<file path="config.mk">
export PLATFORM = sky130hd
export DESIGN_NAME = quantized_dot_product_requantizer_core
export DESIGN_NICKNAME = d
export VERILOG_FILES = /design/src/hw/rtl/qdpr_pkg.sv /design/src/hw/rtl/quantized_dot_product_requantizer_core.sv /design/src/hw/rtl/qdpr_regs.sv /design/src/hw/rtl/qdpr_front.sv /design/src/hw/rtl/qdpr_fifo.sv /design/src/hw/rtl/qdpr_back.sv
export SDC_FILE = /design/constraint.sdc
export NUM_CORES = 2
export LEC_CHECK = 0
export BUFFER_PORTS_ARGS = -buffer_cell sky130_fd_sc_hd__buf_2
export CAP_MARGIN = 20
export CORE_MARGIN = 5
export CORE_UTILIZATION = 60
export DETAILED_ROUTE_END_ITERATION = 6
export GPL_TIMING_DRIVEN = 0
export PLACE_DENSITY_LB_ADDON = 0.08
export SLEW_MARGIN = 0
export SYNTH_ARGS = -nofsm -noshare
export SYNTH_HDL_FRONTEND = slang
export SYNTH_SLANG_ARGS = --single-unit
export TNS_END_PERCENT = 10
</file>
<file path="constraint.sdc">
create_clock -name clk_i -period 13.9 [get_ports clk_i]
set_clock_uncertainty 0.05 [all_clocks]
set_input_delay 4.17 -clock clk_i [delete_from_list [all_inputs] [get_ports clk_i]]
set_output_delay 4.17 -clock clk_i [all_outputs]
set_load 0.005 [all_outputs]
</file>
<file path="src/hw/rtl/qdpr_pkg.sv">
// Shared types and constants of the quantized dot product requantizer.
// No dependencies; every other file of the block but the checker imports this package.
`timescale 1ns / 1ps
`default_nettype none

package qdpr_pkg;

  // accumulator width default, queue depth default
  localparam int ACC_WIDTH_DEF   = 32;
  localparam int QUEUE_DEPTH_DEF = 2;

  // fixed field widths
  localparam int PROD_W     = 18;
  localparam int BIAS_W     = 32;
  localparam int CFG_IDX_W  = 4;
  localparam int CFG_DATA_W = 9;
  localparam int SAT_W      = 40;

  // saturation masks on the 40-bit scaled value
  localparam logic [SAT_W-1:0] MASK_B7_38 = 40'h7F_FFFF_FF80;
  localparam logic [SAT_W-1:0] MASK_B8_39 = 40'hFF_FFFF_FF00;
  localparam logic [SAT_W-1:0] MASK_B39   = 40'h80_0000_0000;
  localparam logic [7:0]       SAT_POS_S  = 8'h7F;
  localparam logic [7:0]       SAT_NEG_S  = 8'h80;
  localparam logic [7:0]       SAT_POS_U  = 8'hFF;
  localparam logic [7:0]       SAT_NEG_U  = 8'h00;

  // register indexes of the configuration port
  typedef enum logic [CFG_IDX_W-1:0] {
    CFG_ACT_ZP      = 4'd0,
    CFG_WGT_ZP      = 4'd1,
    CFG_OUT_ZP      = 4'd2,
    CFG_SCALE_MULT  = 4'd3,
    CFG_SCALE_SHIFT = 4'd4,
    CFG_ROUND_MODE  = 4'd5,
    CFG_SIGNED_OUT  = 4'd6,
    CFG_RELU_EN     = 4'd7
  } cfg_idx_e;

  // rounding modes; the spare code truncates
  typedef enum logic [1:0] {
    RND_TRUNC     = 2'd0,
    RND_HALF_UP   = 2'd1,
    RND_HALF_EVEN = 2'd2
  } round_e;

  // configuration register set
  typedef struct packed {
    logic [7:0] act_zp;
    logic [7:0] wgt_zp;
    logic [8:0] out_zp;
    logic [7:0] scale_mult;
    logic [4:0] scale_shift;
    logic [1:0] round_mode;
    logic       signed_out;
    logic       relu_en;
  } cfg_t;

  // one classified word between front and back
  typedef struct packed {
    logic [PROD_W-1:0] prod;
    logic [BIAS_W-1:0] bias;
    logic              first;
    logic              last;
  } qitem_t;

endpackage

`default_nettype wire

</file>
<file path="src/hw/rtl/quantized_dot_product_requantizer_core.sv">
// Quantized dot product with requantization, top level.
// Throughput: one word per cycle; the back pipeline (accumulate, scale multiply,
// round, saturate) stalls as a whole while the output byte is not taken.
// Reset (rst_ni, async low) clears the accumulator and all valid flags and sets
// the registers to zero with half-up rounding.
`timescale 1ns / 1ps
`default_nettype none

module quantized_dot_product_requantizer_core #(
  parameter int ACC_WIDTH   = qdpr_pkg::ACC_WIDTH_DEF,
  parameter int QUEUE_DEPTH = qdpr_pkg::QUEUE_DEPTH_DEF
) (
  input  logic                            clk_i,
  input  logic                            rst_ni,
  input  logic                            cfg_valid_i,
  output logic                            cfg_ready_o,
  input  logic [qdpr_pkg::CFG_IDX_W-1:0]  cfg_index_i,
  input  logic [qdpr_pkg::CFG_DATA_W-1:0] cfg_data_i,
  input  logic                            push,
  output logic                            full,
  input  logic [7:0]                      act_elem_i,
  input  logic signed [7:0]               wgt_elem_i,
  input  logic signed [qdpr_pkg::BIAS_W-1:0] bias_value_i,
  input  logic                            first_element_i,
  input  logic                            last_element_i,
  output logic                            empty,
  input  logic                            pop,
  output logic [7:0]                      out_byte_o
);
  import qdpr_pkg::*;

  cfg_t   cfg;
  logic   f_push, f_ready;
  qitem_t f_item;
  logic   b_pop, b_valid;
  qitem_t b_item;

  // configuration registers
  qdpr_regs u_regs (
    .clk_i       (clk_i),
    .rst_ni      (rst_ni),
    .cfg_valid_i (cfg_valid_i),
    .cfg_ready_o (cfg_ready_o),
    .cfg_index_i (cfg_index_i),
    .cfg_data_i  (cfg_data_i),
    .cfg_o       (cfg)
  );

  // intake and product
  qdpr_front u_front (
    .clk_i           (clk_i),
    .rst_ni          (rst_ni),
    .cfg_i           (cfg),
    .push_i          (push),
    .full_o          (full),
    .act_elem_i      (act_elem_i),
    .wgt_elem_i      (wgt_elem_i),
    .bias_value_i    (bias_value_i),
    .first_element_i (first_element_i),
    .last_element_i  (last_element_i),
    .q_push_o        (f_push),
    .q_ready_i       (f_ready),
    .q_item_o        (f_item)
  );

  // decoupling queue
  qdpr_fifo #(
    .DEPTH (QUEUE_DEPTH)
  ) u_fifo (
    .clk_i   (clk_i),
    .rst_ni  (rst_ni),
    .push_i  (f_push),
    .ready_o (f_ready),
    .item_i  (f_item),
    .pop_i   (b_pop),
    .valid_o (b_valid),
    .item_o  (b_item)
  );

  // accumulate and requantize
  qdpr_back #(
    .ACC_WIDTH (ACC_WIDTH)
  ) u_back (
    .clk_i      (clk_i),
    .rst_ni     (rst_ni),
    .cfg_i      (cfg),
    .q_pop_o    (b_pop),
    .q_valid_i  (b_valid),
    .q_item_i   (b_item),
    .empty_o    (empty),
    .pop_i      (pop),
    .out_byte_o (out_byte_o)
  );

endmodule

`default_nettype wire

</file>
<file path="src/hw/rtl/qdpr_regs.sv">
// Configuration register file of the requantizer.
// Depends on qdpr_pkg for the register indexes and the cfg_t struct.
`timescale 1ns / 1ps
`default_nettype none

module qdpr_regs (
  input  logic                           clk_i,
  input  logic                           rst_ni,
  input  logic                           cfg_valid_i,
  output logic                           cfg_ready_o,
  input  logic [qdpr_pkg::CFG_IDX_W-1:0] cfg_index_i,
  input  logic [qdpr_pkg::CFG_DATA_W-1:0] cfg_data_i,
  output qdpr_pkg::cfg_t                 cfg_o
);
  import qdpr_pkg::*;

  cfg_t cfg_q, cfg_d;

  // writes always taken
  assign cfg_ready_o = 1'b1;

  // register decode
  always_comb begin
    cfg_d = cfg_q;
    if (cfg_valid_i) begin
      unique case (cfg_index_i)
        CFG_ACT_ZP:      cfg_d.act_zp      = cfg_data_i[7:0];
        CFG_WGT_ZP:      cfg_d.wgt_zp      = cfg_data_i[7:0];
        CFG_OUT_ZP:      cfg_d.out_zp      = cfg_data_i[8:0];
        CFG_SCALE_MULT:  cfg_d.scale_mult  = cfg_data_i[7:0];
        CFG_SCALE_SHIFT: cfg_d.scale_shift = cfg_data_i[4:0];
        CFG_ROUND_MODE:  cfg_d.round_mode  = cfg_data_i[1:0];
        CFG_SIGNED_OUT:  cfg_d.signed_out  = cfg_data_i[0];
        CFG_RELU_EN:     cfg_d.relu_en     = cfg_data_i[0];
        default:         cfg_d = cfg_q;
      endcase
    end
  end

  // defaults: all zero but half-up rounding
  always_ff @(posedge clk_i or negedge rst_ni) begin
    if (!rst_ni) begin
      cfg_q <= '{round_mode: RND_HALF_UP, default: '0};
    end else begin
      cfg_q <= cfg_d;
    end
  end

  assign cfg_o = cfg_q;

endmodule

`default_nettype wire

</file>
<file path="src/hw/rtl/qdpr_front.sv">
// Front end: accepts input words, removes zero points, forms the product.
// Depends on qdpr_pkg for cfg_t and qitem_t.
`timescale 1ns / 1ps
`default_nettype none

module qdpr_front (
  input  logic                          clk_i,
  input  logic                          rst_ni,
  input  qdpr_pkg::cfg_t                cfg_i,
  input  logic                          push_i,
  output logic                          full_o,
  input  logic [7:0]                    act_elem_i,
  input  logic signed [7:0]             wgt_elem_i,
  input  logic signed [qdpr_pkg::BIAS_W-1:0] bias_value_i,
  input  logic                          first_element_i,
  input  logic                          last_element_i,
  output logic                          q_push_o,
  input  logic                          q_ready_i,
  output qdpr_pkg::qitem_t              q_item_o
);
  import qdpr_pkg::*;

  logic              f_valid_q, f_valid_d;
  qitem_t            f_item_q, f_item_d;
  logic              accept;
  logic signed [8:0] a_diff;
  logic signed [8:0] w_diff;
  logic signed [PROD_W-1:0] prod;

  // zero point removal and 9x9 product
  assign a_diff = $signed({1'b0, act_elem_i}) - $signed({1'b0, cfg_i.act_zp});
  assign w_diff = 9'(wgt_elem_i) - 9'($signed(cfg_i.wgt_zp));
  assign prod   = a_diff * w_diff;

  // stage is free when empty or draining into the queue
  assign full_o = f_valid_q && !q_ready_i;
  assign accept = push_i && !full_o;

  always_comb begin
    f_valid_d = f_valid_q;
    f_item_d  = f_item_q;
    if (accept) begin
      f_valid_d      = 1'b1;
      f_item_d.prod  = prod;
      f_item_d.bias  = bias_value_i;
      f_item_d.first = first_element_i;
      f_item_d.last  = last_element_i;
    end else if (q_ready_i) begin
      f_valid_d = 1'b0;
    end
  end

  always_ff @(posedge clk_i or negedge rst_ni) begin
    if (!rst_ni) begin
      f_valid_q <= 1'b0;
    end else begin
      f_valid_q <= f_valid_d;
    end
  end

  always_ff @(posedge clk_i) begin
    f_item_q <= f_item_d;
  end

  assign q_push_o = f_valid_q;
  assign q_item_o = f_item_q;

endmodule

`default_nettype wire

</file>
<file path="src/hw/rtl/qdpr_fifo.sv">
// Short word queue between front and back.
// Depends on qdpr_pkg for qitem_t.
`timescale 1ns / 1ps
`default_nettype none

module qdpr_fifo #(
  parameter int DEPTH = qdpr_pkg::QUEUE_DEPTH_DEF
) (
  input  logic             clk_i,
  input  logic             rst_ni,
  input  logic             push_i,
  output logic             ready_o,
  input  qdpr_pkg::qitem_t item_i,
  input  logic             pop_i,
  output logic             valid_o,
  output qdpr_pkg::qitem_t item_o
);
  import qdpr_pkg::*;

  localparam int PW = (DEPTH > 1) ? $clog2(DEPTH) : 1;
  localparam int CW = $clog2(DEPTH + 1);

  qitem_t        mem_q [DEPTH];
  logic [PW-1:0] wr_ptr_q, wr_ptr_d;
  logic [PW-1:0] rd_ptr_q, rd_ptr_d;
  logic [CW-1:0] cnt_q, cnt_d;
  logic          do_push, do_pop;

  // full queue still takes a word when one leaves in the same cycle
  assign valid_o = (cnt_q != '0);
  assign ready_o = (cnt_q != CW'(DEPTH)) || pop_i;
  assign do_push = push_i && ready_o;
  assign do_pop  = pop_i && valid_o;
  assign item_o  = mem_q[rd_ptr_q];

  // pointer and count update
  always_comb begin
    wr_ptr_d = wr_ptr_q;
    rd_ptr_d = rd_ptr_q;
    cnt_d    = cnt_q;
    if (do_push) begin
      wr_ptr_d = (wr_ptr_q == PW'(DEPTH - 1)) ? '0 : wr_ptr_q + 1'b1;
    end
    if (do_pop) begin
      rd_ptr_d = (rd_ptr_q == PW'(DEPTH - 1)) ? '0 : rd_ptr_q + 1'b1;
    end
    if (do_push && !do_pop) begin
      cnt_d = cnt_q + 1'b1;
    end else if (do_pop && !do_push) begin
      cnt_d = cnt_q - 1'b1;
    end
  end

  always_ff @(posedge clk_i or negedge rst_ni) begin
    if (!rst_ni) begin
      wr_ptr_q <= '0;
      rd_ptr_q <= '0;
      cnt_q    <= '0;
    end else begin
      wr_ptr_q <= wr_ptr_d;
      rd_ptr_q <= rd_ptr_d;
      cnt_q    <= cnt_d;
    end
  end

  // storage
  always_ff @(posedge clk_i) begin
    if (do_push) begin
      mem_q[wr_ptr_q] <= item_i;
    end
  end

endmodule

`default_nettype wire

</file>
<file path="src/hw/rtl/qdpr_back.sv">
// Back end: accumulates products and requantizes finished sums.
// Depends on qdpr_pkg for cfg_t, qitem_t, rounding codes and masks.
`timescale 1ns / 1ps
`default_nettype none

module qdpr_back #(
  parameter int ACC_WIDTH = qdpr_pkg::ACC_WIDTH_DEF
) (
  input  logic             clk_i,
  input  logic             rst_ni,
  input  qdpr_pkg::cfg_t   cfg_i,
  output logic             q_pop_o,
  input  logic             q_valid_i,
  input  qdpr_pkg::qitem_t q_item_i,
  output logic             empty_o,
  input  logic             pop_i,
  output logic [7:0]       out_byte_o
);
  import qdpr_pkg::*;

  localparam int TW = ACC_WIDTH + 9;

  logic                        adv;
  logic                        take;
  logic signed [ACC_WIDTH-1:0] acc_q, acc_d;
  logic signed [ACC_WIDTH-1:0] sum_q;
  logic signed [TW-1:0]        t_q, t_d;
  logic signed [TW-1:0]        r_q, r_d;
  logic [7:0]                  o_q, o_d;
  logic                        m_valid_q, p_valid_q, r_valid_q, o_valid_q;
  logic signed [TW-1:0]        sh;
  logic [TW-1:0]               bitpos, rmask;
  logic                        rbit, lbit, sticky, inc;
  logic [SAT_W-1:0]            v;
  logic [7:0]                  sat, floor_byte;

  // whole pipe moves unless the output word is stuck
  assign adv     = !o_valid_q || pop_i;
  assign q_pop_o = adv;
  assign take    = adv && q_valid_i;

  // accumulate, bias seeds a new dot product
  assign acc_d = (q_item_i.first ? ACC_WIDTH'($signed(q_item_i.bias)) : acc_q)
               + ACC_WIDTH'($signed(q_item_i.prod));

  // scale multiply
  assign t_d = sum_q * $signed({1'b0, cfg_i.scale_mult});

  // shift with rounding increment
  assign sh     = t_q >>> cfg_i.scale_shift;
  assign bitpos = TW'(1) << cfg_i.scale_shift;
  assign rmask  = bitpos >> 1;
  assign rbit   = |(t_q & rmask);
  assign lbit   = |(t_q & bitpos);
  assign sticky = (cfg_i.scale_shift != '0) && (|(t_q & (rmask - 1'b1)));

  always_comb begin
    case (cfg_i.round_mode)
      RND_HALF_UP:   inc = rbit;
      RND_HALF_EVEN: inc = rbit && (lbit || sticky);
      default:       inc = 1'b0;
    endcase
  end

  assign r_d = sh + TW'(inc);

  // offset, saturation and relu floor on the 40-bit value
  assign v          = SAT_W'(r_q) + SAT_W'($signed(cfg_i.out_zp));
  assign floor_byte = cfg_i.out_zp[7:0];

  always_comb begin
    if (cfg_i.signed_out) begin
      if ((v & MASK_B39) != '0) begin
        sat = ((v & MASK_B7_38) == MASK_B7_38) ? {1'b1, v[6:0]} : SAT_NEG_S;
      end else begin
        sat = ((v & MASK_B7_38) != '0) ? SAT_POS_S : {1'b0, v[6:0]};
      end
    end else begin
      if ((v & MASK_B8_39) != '0) begin
        sat = ((v & MASK_B39) != '0) ? SAT_NEG_U : SAT_POS_U;
      end else begin
        sat = v[7:0];
      end
    end
    o_d = sat;
    if (cfg_i.relu_en) begin
      if (cfg_i.signed_out) begin
        if ($signed(sat) < $signed(floor_byte)) begin
          o_d = floor_byte;
        end
      end else if (sat < floor_byte) begin
        o_d = floor_byte;
      end
    end
  end

  // control and accumulator
  always_ff @(posedge clk_i or negedge rst_ni) begin
    if (!rst_ni) begin
      acc_q     <= '0;
      m_valid_q <= 1'b0;
      p_valid_q <= 1'b0;
      r_valid_q <= 1'b0;
      o_valid_q <= 1'b0;
    end else if (adv) begin
      if (take) begin
        acc_q <= acc_d;
      end
      m_valid_q <= take && q_item_i.last;
      p_valid_q <= m_valid_q;
      r_valid_q <= p_valid_q;
      o_valid_q <= r_valid_q;
    end
  end

  // datapath stages
  always_ff @(posedge clk_i) begin
    if (adv) begin
      sum_q <= acc_d;
      t_q   <= t_d;
      r_q   <= r_d;
      o_q   <= o_d;
    end
  end

  assign empty_o    = !o_valid_q;
  assign out_byte_o = o_q;

endmodule

`default_nettype wire

</file>
==> impl_metrics.toml <==
[logic_synthesis]
yosysWarningCount = 0
synth_nets = 3856
synth-edff-count = 277
yosys_register_bits = 360
ys_async_sr_fraction_pct = 23.1
yosysTopAreaCell = "edfxtp_1"
ys_types = 97
ys.flop_type = "edfxtp_1"
synthTopCellsByArea = "edfxtp_1 (25%), fa_1 (16%), ha_1 (8.1%)"
yosysTopAreaCellShare_pct = 24.7
synth_cells = 3297
synth.avg_cell_area_sq_um = 10.2
yosysSeqAreaShare_pct = 30.9
syn_area_sq_um = 33600

[global_route]
grt_pass1_vias = 25500
grt-ovfl-total = 0
grt_pass1_wl_um = 136000
antenna_found_initial = 1
grt_usage_pct = 27.7
grt_max_degree = 71

[cells_and_area]
synthToLayoutAreaGrowth_pct = 8.33
mostFrequentLayoutCells = "inv_1 (413), nand2_1 (365), edfxtp_1 (277)"
final_common_cell = "inv_1"
layout.nets = 3980
fin_util_pct = 65.9
fill_cells = 4437
n_antenna_cell = 0
drive_gt1_share_pct = 9.88

[place]
io_buffers = 76
hpwlAfterDp_um = 65800
gp_congestion = 0.974

[floorplanning]
num_rows = 86
dieArea_sq_um = 60900
die_y_um = 247
initial_utilization_pct = 60.8
ios = 79
core_sq_um = 55300
die_x_um = 247

[detailed_routing]
drcViolationCount = 0
top_layer_used = "met5"
vias_per_cell = 5.92
antenna_left = 0
wl_per_cell_um = 19.7
wl_um = 82800
dr.pass1.iters = 6
drt_iter0_markers = 2011
wl_met3_um = 5380
vias = 24900
wl_met2_um = 39200
wl_met1_um = 35700

[sta]
setup_viol = 0
fmax_mhz = 89.4
rsz0062_at_grt = "false"
slew_viol_final = 0
worst_pin_slew_ps = 1060
min_period_over_period_pct = 80.4
slew_headroom_pct = 28.8
whs_ps = 390
hold_viol_final = 0
fin_crit_ps = 11180

[worst_setup_path]
cp-start-kind = "input pin"
setup.worst_path.class = "input pin to flop"
worstPathRequired_ps = 14150
critPathArrivalTime_ps = 11440
critPathMaxFanout = 10
r2r_cells = 29
slowest_stage = "a21oi_1"
worst_path_largest_cell_delay_ps = 590
endpoint_kind = "flop"

[flow_run]
timing.max_cap.violations = 0

[clock_tree]
cts_setup_buffers = 0
cts_resized = 0
clkSinkCount = 360
root_buffer = "clkbuf_16"
cts_inserted_buffers = 39
clk_latency_ps = 580
ctsHtreeMaxLevel = 2
path_clk_slew_ps = 60
clk_path_buf_depth = 3
postCtsHoldBufs = 0
cts_tree = "done"

[run_status]
status = "finished clean"

[worst_hold_path]
hold_path.class = "flop to flop"
min_path_cells = 0
-- final timing paths --
kind | startpoint | end | slack [ps]
max reg2reg | u_regs.cfg_o[8]$_DFFE_PN0P_ | u_back.r_q[39]$_DFFE_PP_ | 5840
min reg2reg | u_front.q_item_o[0]$_DFFE_PP_ | u_fifo.mem_q[1][0]$_DFFE_PP_ | 390
max | act_elem_i[0] | u_front.q_item_o[51]$_DFFE_PP_ | 2720
max in group asynchronous | rst_ni | u_regs.cfg_o[2]$_DFFE_PN1P_ | 9650
min | u_front.q_item_o[0]$_DFFE_PP_ | u_fifo.mem_q[1][0]$_DFFE_PP_ | 390
min in group asynchronous | rst_ni | u_back.acc_q[29]$_DFFE_PN0P_ | 3430
-- cell usage after synthesis, drive strengths merged, types with 16 or more instances --
cell	n
a31oi	17
ha	219
edfxtp	277
xnor2	126
nand2	365
and3	21
fa	272
inv	415
dfrtp	82
mux2i	61
buf	41
a21o	46
nand3	52
nor2b	31
nor4	17
o21a	34
xor2	46
nand4	23
mux2	92
nand2b	37
and2	184
clkbuf	75
a21oi	146
nor2	165
mux4	59
o211ai	16
o21ai	137
o21bai	24
nor3	34
-- layout make-up --
class	count	area [sq um]	share of cell area, %
Inverter	417	1570	4.30
Clock buffer	49	1090	2.98
Timing Repair Buffer	83	533	1.46
Tap cell	748	936	2.57
Sequential cell	360	10400	28.5
Multi-Input combinational cell	2404	21100	58.0
Buffer	116	544	1.49
Clock inverter	23	233	0.639
-- per-stage QoR --
step                std cells  area [sq um]  setup TNS (ps)  setup WS (ps)
floorplan                3297         33600               0           1460
global placement         4121         34900            -177           -177
detailed placement       4127         35100               0           2090
CTS                      4199         36400               0           2660
global route             4200         36400               0           2080
finish                   4200         36400               0           2720
-- kinds of logic after synthesis --
group                      after synthesis  synth area share (%)
other                                    1                0.0112
AOI/OAI and AO/OA                      534                  10.1
adders and majority gates              491                  24.3
and+or+nand+nor                        994                  14.8
buffers and inverters                  533                  6.26
xor gates and xnor gates               172                  4.48
DFF                                    360                  30.9
muxes                                  212                  9.12
-- sequential cells by signal, summed over array words and instances, names as in the netlist --
signal and cells:
u_back.acc_q 32, u_back.m_valid_q 1, u_back.o_valid_q 1, u_back.out_byte_o 8, u_back.p_valid_q 1, u_back.r_q 40, u_back.r_valid_q 1, u_back.sum_q 32
u_back.t_q 41, u_fifo.cnt_q 2, u_fifo.mem_q 104, u_fifo.rd_ptr_q 1, u_fifo.wr_ptr_q 1, u_front.q_item_o 52, u_front.q_push_o 1, u_regs.cfg_o 42
-- per-layer routing --
metal,global-route usage [%],vias to the layer above
met1,39.3,12200
met3,3.90,173
met4,7.86,2
met5,0,-
li1,-,11600
met2,45.2,929
-- critical path: cells and delay by family --
family                     cells  cell delay, ps
xor gates and xnor gates       1             120
and+or+nand+nor                5             650
AOI/OAI and AO/OA             13            2690
buffers and inverters          7             450
adders and majority gates      8            3370
Power is not shown: default switching activity piles up to over one toggle a cycle in this logic, so the estimate is an artifact.
